<file path="src/sv/dq_pkg.sv">
// Shared types for the double-ended queue: op and status codes,
// controller states and the command/status bundles between ctrl and datapath.
// No dependencies.
package dq_pkg;

  typedef enum logic [2:0] {
    OP_PUSH_BACK  = 3'd0,
    OP_PUSH_FRONT = 3'd1,
    OP_POP_BACK   = 3'd2,
    OP_POP_FRONT  = 3'd3,
    OP_READ       = 3'd4
  } dq_op_e;

  typedef enum logic [1:0] {
    ST_OK    = 2'd0,
    ST_FULL  = 2'd1,
    ST_EMPTY = 2'd2,
    ST_RANGE = 2'd3
  } dq_status_e;

  typedef enum logic [2:0] {
    S_IDLE,
    S_EXEC,
    S_RD_FRONT,
    S_RD_BACK,
    S_RD_INDEX,
    S_CAPT,
    S_LOAD
  } dq_state_e;

  typedef enum logic [1:0] {
    RSEL_FRONT,
    RSEL_BACK,
    RSEL_INDEX
  } dq_rsel_e;

  // controller -> datapath
  typedef struct packed {
    logic     take;       // latch the incoming word
    logic     exec;       // apply the operation to pointer, count and RAM
    dq_rsel_e rd_sel;     // RAM read address select
    logic     cap_front;  // RAM data holds the front entry
    logic     cap_back;   // RAM data holds the back entry
    logic     cap_index;  // RAM data holds the indexed entry
    logic     load_out;   // move the result into the output register
  } dq_cmd_t;

  // datapath -> controller
  typedef struct packed {
    logic out_free;       // output register can take a result this cycle
  } dq_stat_t;

endpackage

</file>
<file path="src/sv/dq_ram.sv">
// Generic single-write, single-read RAM with registered read data.
// No dependencies.
module dq_ram #(
  parameter int WIDTH = 32,
  parameter int DEPTH = 16
) (
  input  logic                     clk_i,
  input  logic                     we_i,
  input  logic [$clog2(DEPTH)-1:0] waddr_i,
  input  logic [WIDTH-1:0]         wdata_i,
  input  logic [$clog2(DEPTH)-1:0] raddr_i,
  output logic [WIDTH-1:0]         rdata_o
);

  logic [WIDTH-1:0] mem_q [DEPTH];
  logic [WIDTH-1:0] rdata_q;

  always_ff @(posedge clk_i) begin
    if (we_i) begin
      mem_q[waddr_i] <= wdata_i;
    end
    rdata_q <= mem_q[raddr_i];
  end

  assign rdata_o = rdata_q;

endmodule

</file>
<file path="src/sv/dq_ctrl.sv">
// Sequencer for the double-ended queue: accept, execute, three RAM reads,
// then hand the result to the output register.
// Depends on dq_pkg.
module dq_ctrl (
  input  logic              clk_i,
  input  logic              rst_ni,
  input  logic              in_valid_i,
  output logic              in_ready_o,
  input  dq_pkg::dq_stat_t  stat_i,
  output dq_pkg::dq_cmd_t   cmd_o
);
  import dq_pkg::*;

  dq_state_e state_q, state_d;

  // state register
  always_ff @(posedge clk_i or negedge rst_ni) begin
    if (!rst_ni) begin
      state_q <= S_IDLE;
    end else begin
      state_q <= state_d;
    end
  end

  // next state
  always_comb begin
    state_d = state_q;
    unique case (state_q)
      S_IDLE:     if (in_valid_i) state_d = S_EXEC;
      S_EXEC:     state_d = S_RD_FRONT;
      S_RD_FRONT: state_d = S_RD_BACK;
      S_RD_BACK:  state_d = S_RD_INDEX;
      S_RD_INDEX: state_d = S_CAPT;
      S_CAPT:     state_d = S_LOAD;
      S_LOAD:     if (stat_i.out_free) state_d = S_IDLE;
      default:    state_d = S_IDLE;
    endcase
  end

  // outputs
  always_comb begin
    in_ready_o      = 1'b0;
    cmd_o           = '0;
    cmd_o.rd_sel    = RSEL_FRONT;
    unique case (state_q)
      S_IDLE: begin
        in_ready_o = 1'b1;
        cmd_o.take = in_valid_i;
      end
      S_EXEC:     cmd_o.exec = 1'b1;
      S_RD_FRONT: cmd_o.rd_sel = RSEL_FRONT;
      S_RD_BACK: begin
        cmd_o.rd_sel    = RSEL_BACK;
        cmd_o.cap_front = 1'b1;
      end
      S_RD_INDEX: begin
        cmd_o.rd_sel   = RSEL_INDEX;
        cmd_o.cap_back = 1'b1;
      end
      S_CAPT:     cmd_o.cap_index = 1'b1;
      S_LOAD:     cmd_o.load_out = stat_i.out_free;
      default:    cmd_o = '0;
    endcase
  end

endmodule

</file>
<file path="src/sv/dq_dpath.sv">
// Datapath of the double-ended queue: item latch, head pointer, count,
// entry RAM, captured read data and output register.
// Depends on dq_pkg and dq_ram.
module dq_dpath #(
  parameter int DEPTH = 16
) (
  input  logic                clk_i,
  input  logic                rst_ni,
  input  dq_pkg::dq_cmd_t     cmd_i,
  output dq_pkg::dq_stat_t    stat_o,
  input  logic [2:0]          op_i,
  input  logic signed [31:0]  value_i,
  input  logic [3:0]          index_i,
  output logic                out_valid_o,
  input  logic                out_ready_i,
  output logic [1:0]          status_o,
  output logic signed [31:0]  front_value_o,
  output logic signed [31:0]  back_value_o,
  output logic signed [31:0]  read_value_o,
  output logic [4:0]          count_o,
  output logic                is_empty_o
);
  import dq_pkg::*;

  localparam int AW   = $clog2(DEPTH);
  localparam int CW   = $clog2(DEPTH + 1);
  localparam int CMPW = (CW > 4) ? CW : 4;
  localparam logic [AW:0]   DEPTH_S = (AW + 1)'(DEPTH);
  localparam logic [CW-1:0] DEPTH_C = CW'(DEPTH);
  localparam logic [AW-1:0] LAST_P  = AW'(DEPTH - 1);

  // sum of two ring offsets, known to be below twice the depth
  function automatic logic [AW-1:0] wrap(input logic [AW:0] s);
    logic [AW:0] r;
    r = (s >= DEPTH_S) ? (s - DEPTH_S) : s;
    return r[AW-1:0];
  endfunction

  // item latch
  dq_op_e             op_q;
  logic signed [31:0] value_q;
  logic [3:0]         index_q;

  always_ff @(posedge clk_i) begin
    if (cmd_i.take) begin
      op_q    <= dq_op_e'(op_i);
      value_q <= value_i;
      index_q <= index_i;
    end
  end

  // ring state
  logic [AW-1:0] head_q, head_d;
  logic [CW-1:0] cnt_q, cnt_d;
  dq_status_e    st_q, st_d;
  logic          rd_ok_q, rd_ok_d;
  logic          we;
  logic [AW-1:0] waddr;

  logic          full, empty, in_range;
  logic [AW-1:0] tail_pos, head_dec, head_inc;

  assign full     = (cnt_q == DEPTH_C);
  assign empty    = (cnt_q == '0);
  assign in_range = (CMPW'(index_q) < CMPW'(cnt_q));
  assign tail_pos = wrap({1'b0, head_q} + (AW + 1)'(cnt_q));
  assign head_dec = (head_q == '0) ? LAST_P : head_q - AW'(1);
  assign head_inc = (head_q == LAST_P) ? '0 : head_q + AW'(1);

  // operation decode
  always_comb begin
    head_d  = head_q;
    cnt_d   = cnt_q;
    st_d    = st_q;
    rd_ok_d = rd_ok_q;
    we      = 1'b0;
    waddr   = tail_pos;
    if (cmd_i.exec) begin
      st_d    = ST_OK;
      rd_ok_d = 1'b0;
      case (op_q)
        OP_PUSH_BACK: begin
          if (full) begin
            st_d = ST_FULL;
          end else begin
            we    = 1'b1;
            cnt_d = cnt_q + CW'(1);
          end
        end
        OP_PUSH_FRONT: begin
          if (full) begin
            st_d = ST_FULL;
          end else begin
            we     = 1'b1;
            waddr  = head_dec;
            head_d = head_dec;
            cnt_d  = cnt_q + CW'(1);
          end
        end
        OP_POP_BACK: begin
          if (empty) st_d = ST_EMPTY;
          else       cnt_d = cnt_q - CW'(1);
        end
        OP_POP_FRONT: begin
          if (empty) begin
            st_d = ST_EMPTY;
          end else begin
            head_d = head_inc;
            cnt_d  = cnt_q - CW'(1);
          end
        end
        OP_READ: begin
          if (in_range) rd_ok_d = 1'b1;
          else          st_d = ST_RANGE;
        end
        default: st_d = ST_OK;
      endcase
    end
  end

  always_ff @(posedge clk_i or negedge rst_ni) begin
    if (!rst_ni) begin
      head_q  <= '0;
      cnt_q   <= '0;
      st_q    <= ST_OK;
      rd_ok_q <= 1'b0;
    end else begin
      head_q  <= head_d;
      cnt_q   <= cnt_d;
      st_q    <= st_d;
      rd_ok_q <= rd_ok_d;
    end
  end

  // read address select
  logic [AW-1:0] raddr;
  logic [AW-1:0] back_off;
  logic [31:0]   rdata;

  assign back_off = AW'(cnt_q - CW'(1));

  always_comb begin
    unique case (cmd_i.rd_sel)
      RSEL_FRONT: raddr = head_q;
      RSEL_BACK:  raddr = wrap({1'b0, head_q} + {1'b0, back_off});
      RSEL_INDEX: raddr = wrap({1'b0, head_q} + (AW + 1)'(index_q));
      default:    raddr = head_q;
    endcase
  end

  dq_ram #(
    .WIDTH (32),
    .DEPTH (DEPTH)
  ) u_ram (
    .clk_i   (clk_i),
    .we_i    (we),
    .waddr_i (waddr),
    .wdata_i (value_q),
    .raddr_i (raddr),
    .rdata_o (rdata)
  );

  // captured read words
  logic signed [31:0] front_q, back_q, idx_q;

  always_ff @(posedge clk_i) begin
    if (cmd_i.cap_front) front_q <= rdata;
    if (cmd_i.cap_back)  back_q  <= rdata;
    if (cmd_i.cap_index) idx_q   <= rdata;
  end

  // output register
  logic               out_valid_q;
  logic [1:0]         status_q;
  logic signed [31:0] fv_q, bv_q, rv_q;
  logic [4:0]         count_q;
  logic               empty_q;

  always_ff @(posedge clk_i or negedge rst_ni) begin
    if (!rst_ni) begin
      out_valid_q <= 1'b0;
    end else if (cmd_i.load_out) begin
      out_valid_q <= 1'b1;
    end else if (out_ready_i) begin
      out_valid_q <= 1'b0;
    end
  end

  always_ff @(posedge clk_i) begin
    if (cmd_i.load_out) begin
      status_q <= st_q;
      fv_q     <= empty ? 32'sd0 : front_q;
      bv_q     <= empty ? 32'sd0 : back_q;
      rv_q     <= rd_ok_q ? idx_q : 32'sd0;
      count_q  <= 5'(cnt_q);
      empty_q  <= empty;
    end
  end

  assign stat_o.out_free = !out_valid_q || out_ready_i;
  assign out_valid_o     = out_valid_q;
  assign status_o        = status_q;
  assign front_value_o   = fv_q;
  assign back_value_o    = bv_q;
  assign read_value_o    = rv_q;
  assign count_o         = count_q;
  assign is_empty_o      = empty_q;

endmodule

</file>
<file path="src/sv/double_ended_queue.sv">
// Double-ended queue of signed 32-bit words in a DEPTH-entry RAM ring.
// Each word runs through execute, three reads (front, back, index) on one
// RAM port, capture and load; the next word is taken only after that load.
// A finished result waits in the output register while the next word runs.
// Reset (rst_ni low, async): head and count cleared, no result pending;
// RAM contents are not cleared and need no clearing pass.
module double_ended_queue #(
  parameter int DEPTH = 16
) (
  input  logic               clk_i,
  input  logic               rst_ni,
  input  logic               in_valid_i,
  output logic               in_ready_o,
  input  logic [2:0]         op_i,
  input  logic signed [31:0] value_i,
  input  logic [3:0]         index_i,
  output logic               out_valid_o,
  input  logic               out_ready_i,
  output logic [1:0]         status_o,
  output logic signed [31:0] front_value_o,
  output logic signed [31:0] back_value_o,
  output logic signed [31:0] read_value_o,
  output logic [4:0]         count_o,
  output logic               is_empty_o
);
  import dq_pkg::*;

  dq_cmd_t  cmd;
  dq_stat_t stat;

  dq_ctrl u_ctrl (
    .clk_i      (clk_i),
    .rst_ni     (rst_ni),
    .in_valid_i (in_valid_i),
    .in_ready_o (in_ready_o),
    .stat_i     (stat),
    .cmd_o      (cmd)
  );

  dq_dpath #(
    .DEPTH (DEPTH)
  ) u_dpath (
    .clk_i         (clk_i),
    .rst_ni        (rst_ni),
    .cmd_i         (cmd),
    .stat_o        (stat),
    .op_i          (op_i),
    .value_i       (value_i),
    .index_i       (index_i),
    .out_valid_o   (out_valid_o),
    .out_ready_i   (out_ready_i),
    .status_o      (status_o),
    .front_value_o (front_value_o),
    .back_value_o  (back_value_o),
    .read_value_o  (read_value_o),
    .count_o       (count_o),
    .is_empty_o    (is_empty_o)
  );

endmodule

</file>
<file path="config.mk">
export PLATFORM = sky130hd
export DESIGN_NAME = double_ended_queue
export DESIGN_NICKNAME = d
export VERILOG_FILES = /design/src/sv/dq_pkg.sv /design/src/sv/dq_ram.sv /design/src/sv/dq_ctrl.sv /design/src/sv/dq_dpath.sv /design/src/sv/double_ended_queue.sv
export SDC_FILE = /design/constraint.sdc
export NUM_CORES = 1
export LEC_CHECK = 0
export BUFFER_PORTS_ARGS = -buffer_cell sky130_fd_sc_hd__buf_4
export CAP_MARGIN = 20
export CORE_ASPECT_RATIO = 2
export CORE_UTILIZATION = 30
export CTS_BUF_LIST = sky130_fd_sc_hd__clkbuf_8 sky130_fd_sc_hd__clkbuf_16
export CTS_CLUSTER_DIAMETER = 30
export DETAILED_ROUTE_END_ITERATION = 8
export PLACE_DENSITY = 0.49
export SETUP_SLACK_MARGIN = 0.2
export SYNTH_ARGS = -nofsm -noshare
export SYNTH_HDL_FRONTEND = slang
export SYNTH_HIERARCHICAL = 1
export SYNTH_SLANG_ARGS = --single-unit
</file>
<file path="constraint.sdc">
create_clock -name clk_i -period 5.4 [get_ports clk_i]
set_clock_uncertainty 0.05 [all_clocks]
set_input_delay 0.54 -clock clk_i [delete_from_list [all_inputs] [get_ports clk_i]]
set_output_delay 0.54 -clock clk_i [all_outputs]
set_load 0.02 [all_outputs]
</file>
==> flow_summary.toml, run 1 <==
[run_status]
status = "finished, final reports clean"

[synth]
yosysTopAreaCell = "edfxtp_1"
seq_area_frac_synth_pct = 80.9
synthFlopType = "edfxtp_1"
avgSynthCellArea_um2 = 21.6
synthArstFlopShare_pct = 2.00
syn_nets = 1410
synth_edf_count = 751
synth_cell_types = 53
synth_area_leaders = "edfxtp_1, mux4_2, dfxtp_1, a22oi_1, nor2b_1"
synth-seq-cells = 799
synth_top_area_share_pct = 77.3
synthesis.instances = 1351
yosysWarnings = 6
synth_area_mm2 = 0.0292

[sta]
fin_crit_sh_pct = 84.2
slew_viol_final = 0
fin_ws_ns = 0.852
hold_viol = 0
max_freq_mhz = 220
rsz0062_at_grt = "false"
setup_viol = 0
final.setup.tns_ns = 0
fin_hold_ws_ns = 0.0404
slew_headroom_pct = 29.9
finalCriticalPeriod_ns = 4.55
tightest_slew_ns = 1.05

[finish]
utilization_pct = 37.3
layout_commonest_cell = "edfxtp_1"
drive_gt1_share_pct = 31.2
area_delta_synth_final_pct = 23.2
fillers = 8781
final_cell_mix = "edfxtp_1, buf_4, mux4_2"
fin_cells = 2926
fin_nets = 1680

[grt]
antenna_found_initial = 2
grt_usage_pct = 14.5
grt_pass1_wl_um = 103000
grt_max_degree = 68
overflow = 0
first_global_vias = 14800

[power]
power_density_mw_per_mm2 = 618
ir_drop_mv = 0.422
leakage_uw = 0.0118

[cts]
htree_num_levels = 3
numCtsBuffers = 96
path_clk_slew_ns = 0.06
holdBufCountCts = 37
cts_root_buf = "clkbuf_16"
clock_sinks = 799
cts_tree = "yes"
cts.path.max_buffers = 3
clk_latency_ns = 0.68
postCtsSetupBuffers = 0
post_cts_resized = 0

[job]
drv_cap = 0

[die]
rows = 161
die_h_um = 443
core_area_mm2 = 0.0963
ios = 149
dieArea_mm2 = 0.0986
die_w_um = 222
start_util_pct = 30.3

[placed_design]
hpwl_um = 47400
dpl_worst_slack_ns = 0.895
port_buffers = 148
place_congestion = 0.828
dp.cells = 2707

[critical_path]
worst_path_max_delay_cell = "nor2_4"
worstPathRequired_ns = 5.73
crit_fanout = 24
worstRegToRegCells = 9
critical_path_class = "reg2reg"
reg2reg_slack_ns = 0.85
path_buf_inv = 2
cpPeakStageDelay_ns = 0.92
critPathArrivalTime_ns = 4.88
crit_path_end_kind = "flop"
startpoint_type = "flop"
worstReg2RegEnd = "u_dpath/u_ram/mem_q[10][11]"
crit_chain = "inv_1 > ha_1 > nor3b_4 > a2111oi_4 > nand2_2 > mux2i_1 > nand2b_1 > nor2_4 > buf_4"
regToRegStartpoint = "u_dpath/cnt_q[0]"
path_delay_family = "simple AND/OR/NAND/NOR gates"

[drt]
antenna_left = 0
routed_via_density = 4.65
post-route-drc-count = 0
routed_wl_um = 70700
via_count = 13600
firstDrtPassIters = 4
wire_per_inst_um = 24.2
drt_iter0_markers = 845

[worst_hold_path]
hp-class = "in2reg"
min_to = "u_dpath/value_q[14]"
worstHoldStart = "value_i[14]"
min_delay_path_depth = 1
==> report_power, final <==
part / total [uW] / switching [uW] / internal [uW]
combinational: 6830 / 4000 / 2820
clock: 6820 / 2840 / 3980
sequential: 8530 / 658 / 7880
total: 22200 / 7510 / 14700
==> kinds of logic after synthesis <==
family / Yosys count / share of synthesized area (%)
flops: 799 / 80.9
simple gates: 208 / 3.95
mux: 132 / 10.0
compound gates: 108 / 2.71
buf+inv: 72 / 1.19
xor+xnor: 16 / 0.480
fa+ha+maj: 16 / 0.738
==> how the worst max path moves through the flow <==
stage / cells after the start / endpoint / start
final: 9 / u_dpath/u_ram/mem_q[10][11] / u_dpath/cnt_q[0]
after global routing: 9 / u_dpath/u_ram/mem_q[10][11] / u_dpath/cnt_q[0]
after CTS: 9 / u_dpath/u_ram/mem_q[7][16] / u_dpath/cnt_q[0]
after detailed placement: 9 / u_dpath/u_ram/mem_q[7][11] / u_dpath/cnt_q[0]
after global placement: 9 / u_dpath/u_ram/mem_q[7][5] / u_dpath/cnt_q[0]
after floorplan: 9 / u_dpath/u_ram/mem_q[0][0] / u_dpath/cnt_q[0]
==> layer usage <==
layer | global-route usage (%) | wire length, um | vias up
li1 | - | - | 6016
met1 | 14.1 | 24100 | 7129
met2 | 29.1 | 41400 | 351
met3 | 2.38 | 2450 | 105
met4 | 6.70 | 2730 | 0
met5 | 0 | 0 | -
==> synthesized netlist by cell type, types with 3 or more instances <==
| library cell | instances |
|---|---|
| nand3_1 | 3 |
| mux4_2 | 128 |
| buf_1 | 10 |
| a22oi_1 | 65 |
| and2_1 | 35 |
| xor2_1 | 3 |
| nor2b_1 | 68 |
| nand2_1 | 50 |
| a21o_1 | 5 |
| nand2b_1 | 9 |
| inv_1 | 11 |
| ha_1 | 14 |
| nor2_1 | 20 |
| buf_4 | 12 |
| dfxtp_1 | 32 |
| nor4_1 | 3 |
| o21ai_0 | 17 |
| a21oi_1 | 7 |
| o31ai_1 | 3 |
| edfxtp_1 | 751 |
| xnor2_1 | 13 |
| dfrtp_1 | 16 |
| clkbuf_1 | 23 |
| nor3_1 | 6 |
| buf_2 | 13 |
==> flip-flops by register name (all words and copies together), names as in the netlist, 2 cells and up <==
signal	flops
u_ctrl/state_q	3
u_dpath/back_q	32
u_dpath/back_value_o	32
u_dpath/cnt_q	5
u_dpath/count_o	5
u_dpath/front_q	32
u_dpath/front_value_o	32
u_dpath/head_q	4
u_dpath/idx_q	32
u_dpath/index_q	4
u_dpath/op_q	3
u_dpath/read_value_o	32
u_dpath/st_q	2
u_dpath/status_o	2
u_dpath/u_ram/mem_q	512
u_dpath/u_ram/rdata_o	32
u_dpath/value_q	32
==> stage by stage <==
step / total power (uW) / instance area [um2]
2_1_floorplan: 12800 / 29200
3_3_place_gp: 15600 / 32100
3_5_place_dp: 15700 / 32100
4_1_cts: 22600 / 35900
5_1_grt: 23100 / 35900
6_report: 22200 / 35900
==> cell type report <==
cell class,count,area (um2),area share (%)
diodes,1,2.50,0.00697
clock buffers,99,2450,6.83
clock inverters,81,1010,2.80
inverters,12,45.0,0.125
multi-input cells,480,5400,15.0
flip-flops and latches,799,23600,65.7
well taps,1222,1530,4.26
repair buffers,232,1890,5.27
Note: power is estimated with default switching activity, not from simulation.
==> run 2: changes to the inputs <==
--- a/config.mk
+++ b/config.mk
@@ -12,7 +12,7 @@
 export CTS_BUF_LIST = sky130_fd_sc_hd__clkbuf_8 sky130_fd_sc_hd__clkbuf_16
 export CTS_CLUSTER_DIAMETER = 30
 export DETAILED_ROUTE_END_ITERATION = 8
-export PLACE_DENSITY = 0.49
+export PLACE_DENSITY = 0.48
 export SETUP_SLACK_MARGIN = 0.2
 export SYNTH_ARGS = -nofsm -noshare
 export SYNTH_HDL_FRONTEND = slang
==> constraint.sdc (replaced) <==
create_clock -name clk_i -period 4.6 [get_ports clk_i]
set_clock_uncertainty 0.05 [all_clocks]
set_input_delay 0.46 -clock clk_i [delete_from_list [all_inputs] [get_ports clk_i]]
set_output_delay 0.46 -clock clk_i [all_outputs]
set_load 0.02 [all_outputs]
==> run 2 against run 1 <==
  * Worst setup slack got worse by 0.042 ns
  * Non-clock buffer count decreased by 1
  * Sequential share of layout area grew 0.20 points
  * Final cell count shrank 0.21%
  * Sequential cell count unchanged
  * Utilization is 0.12 points lower
  * Sequential power rose by 17%
  * Register-to-register slack worse by 0.04 ns
  * Critical path depth is the same
  * Routed wire length fell by 9.6%
  * Worst hold slack better by 0.036 ns
  * Critical path type unchanged
  * Critical endpoint is now u_dpath/u_ram/mem_q[6][13]
==> flow_summary.toml, run 2 (same netlist as run 1, synthesis figures left out) <==
[critical_path]
regToRegStartpoint = "u_dpath/cnt_q[0]"
critical_path_class = "reg2reg"
startpoint_type = "flop"
critPathArrivalTime_ns = 4.01
cp-startpoint = "u_dpath/cnt_q[0]"
crit_fanout = 32
worstPathRequired_ns = 4.82
reg2reg_slack_ns = 0.81
crit_path_end_kind = "flop"

[sta]
setup_viol = 0
rsz0062_at_grt = "false"
hold_viol = 0
tightest_slew_ns = 1.01
fin_crit_sh_pct = 82.4
final.setup.tns_ns = 0
finalCriticalPeriod_ns = 3.79
slew_viol_final = 0
fin_hold_ws_ns = 0.0769
slew_headroom_pct = 32.3
max_freq_mhz = 264
fin_ws_ns = 0.810

[cts]
post_cts_resized = 0
postCtsSetupBuffers = 0
cts_tree = "yes"
cts.path.max_buffers = 3
holdBufCountCts = 40
path_clk_slew_ns = 0.06
numCtsBuffers = 95
clk_latency_ns = 0.65
cts_root_buf = "clkbuf_16"
clock_sinks = 799
htree_num_levels = 3

[finish]
largest_reg_flops = 512
fin_nets = 1678
layout_commonest_cell = "edfxtp_1"
final_cell_mix = "edfxtp_1, buf_4, mux4_2"
largest-register = "u_dpath/u_ram/mem_q"
fillers = 8820
area_delta_synth_final_pct = 22.8
drive_gt1_share_pct = 30.7
antennaDiodeCount = 0
design_area_mm2 = 0.0358

[die]
die_w_um = 222
die_h_um = 443
dieArea_mm2 = 0.0986
rows = 161
start_util_pct = 30.3
core_area_mm2 = 0.0963
ios = 149

[drt]
drt_iter0_markers = 834
antenna_left = 0
via_count = 13400
routed_wl_um = 63900
firstDrtPassIters = 5
wire_per_inst_um = 21.9
post-route-drc-count = 0
routed_via_density = 4.60

[grt]
grt_pass1_wl_um = 96000
first_global_vias = 15000
antenna_found_initial = 0
grt_max_degree = 75
overflow = 0
grt_usage_pct = 13.2

[power]
power_uw = 25100
ir_drop_mv = 0.430
power_density_mw_per_mm2 = 702
leakage_uw = 0.0118

[placed_design]
dpl_worst_slack_ns = 0.803
hpwl_um = 39000
place_congestion = 0.772
placed_cell_area_mm2 = 0.0321
port_buffers = 148

[run_status]
status = "finished, final reports clean"

[worst_hold_path]
hp-class = "in2reg"
worstHoldStart = "out_ready_i"

[job]
drv_cap = 0
-- run 2: cell count changes in the layout (fill, tap and decap cells not counted), moves of 3 or more --
cell           delta
nor3_2            -4
inv_1             +5
buf_12            +4
nor3_4            +4
inv_6             -4
inv_8             +3
buf_4             -8
clkinv_2          +5
clkinv_8          -3
dlygate4sd3_1     +3
-- run 2: routing by layer --
layer | vias to the layer above | global-route usage (%) | share of wire (%)
li1 | 6001 | - | -
met1 | 7037 | 14.1 | 38
met2 | 282 | 25.5 | 56
met3 | 99 | 2.29 | 3.4
met4 | 0 | 4.63 | 2.6
met5 | - | 0 | 0
-- run 2: through the flow --
stage               utilization [%]  instances
finish                         37.2       2920
global placement               33.3       2703
CTS                            37.2       2920
global route                   37.2       2920
detailed placement             33.4       2704
floorplan                         -       1351
-- run 2: area by class of cell --
| class | count | area (um2) | area share [%] |
|---|---|---|---|
| Sequential cell | 799 | 23600 | 65.9 |
| Multi-Input combinational cell | 480 | 5430 | 15.2 |
| Clock buffer | 97 | 2420 | 6.75 |
| Timing Repair Buffer | 231 | 1940 | 5.42 |
| Tap cell | 1222 | 1530 | 4.27 |
| Clock inverter | 79 | 861 | 2.40 |
| Inverter | 12 | 45.0 | 0.126 |
-- run 2: power breakdown --
group          switching [uW]  total [uW]  internal [uW]
clock network            3150        7660           4510
registers                 698        9940           9240
logic                    4170        7540           3370
total                    8020       25100          17100
-- run 2: critical path, cell delays in order (launching register included) --
cell,delay [ns]
dfrtp_1,0.52
inv_1,0.15
ha_1,0.28
nor3b_4,0.19
a2111oi_4,0.51
nand2_2,0.18
mux2_4,0.41
nand2b_1,0.35
nor2_4,0.17
buf_4,0.54
-- run 2: final timing paths --
path                                              endpoint  cells past startpoint
worst min register to register         u_dpath/front_q[29]                      0
worst min-delay path                   u_dpath/out_valid_o                      3
max in group asynchronous                u_ctrl/state_q[1]                      2
worst max register to register  u_dpath/u_ram/mem_q[6][13]                      9
min in group asynchronous                u_ctrl/state_q[0]                      2
worst max-delay path            u_dpath/u_ram/mem_q[6][13]                      9
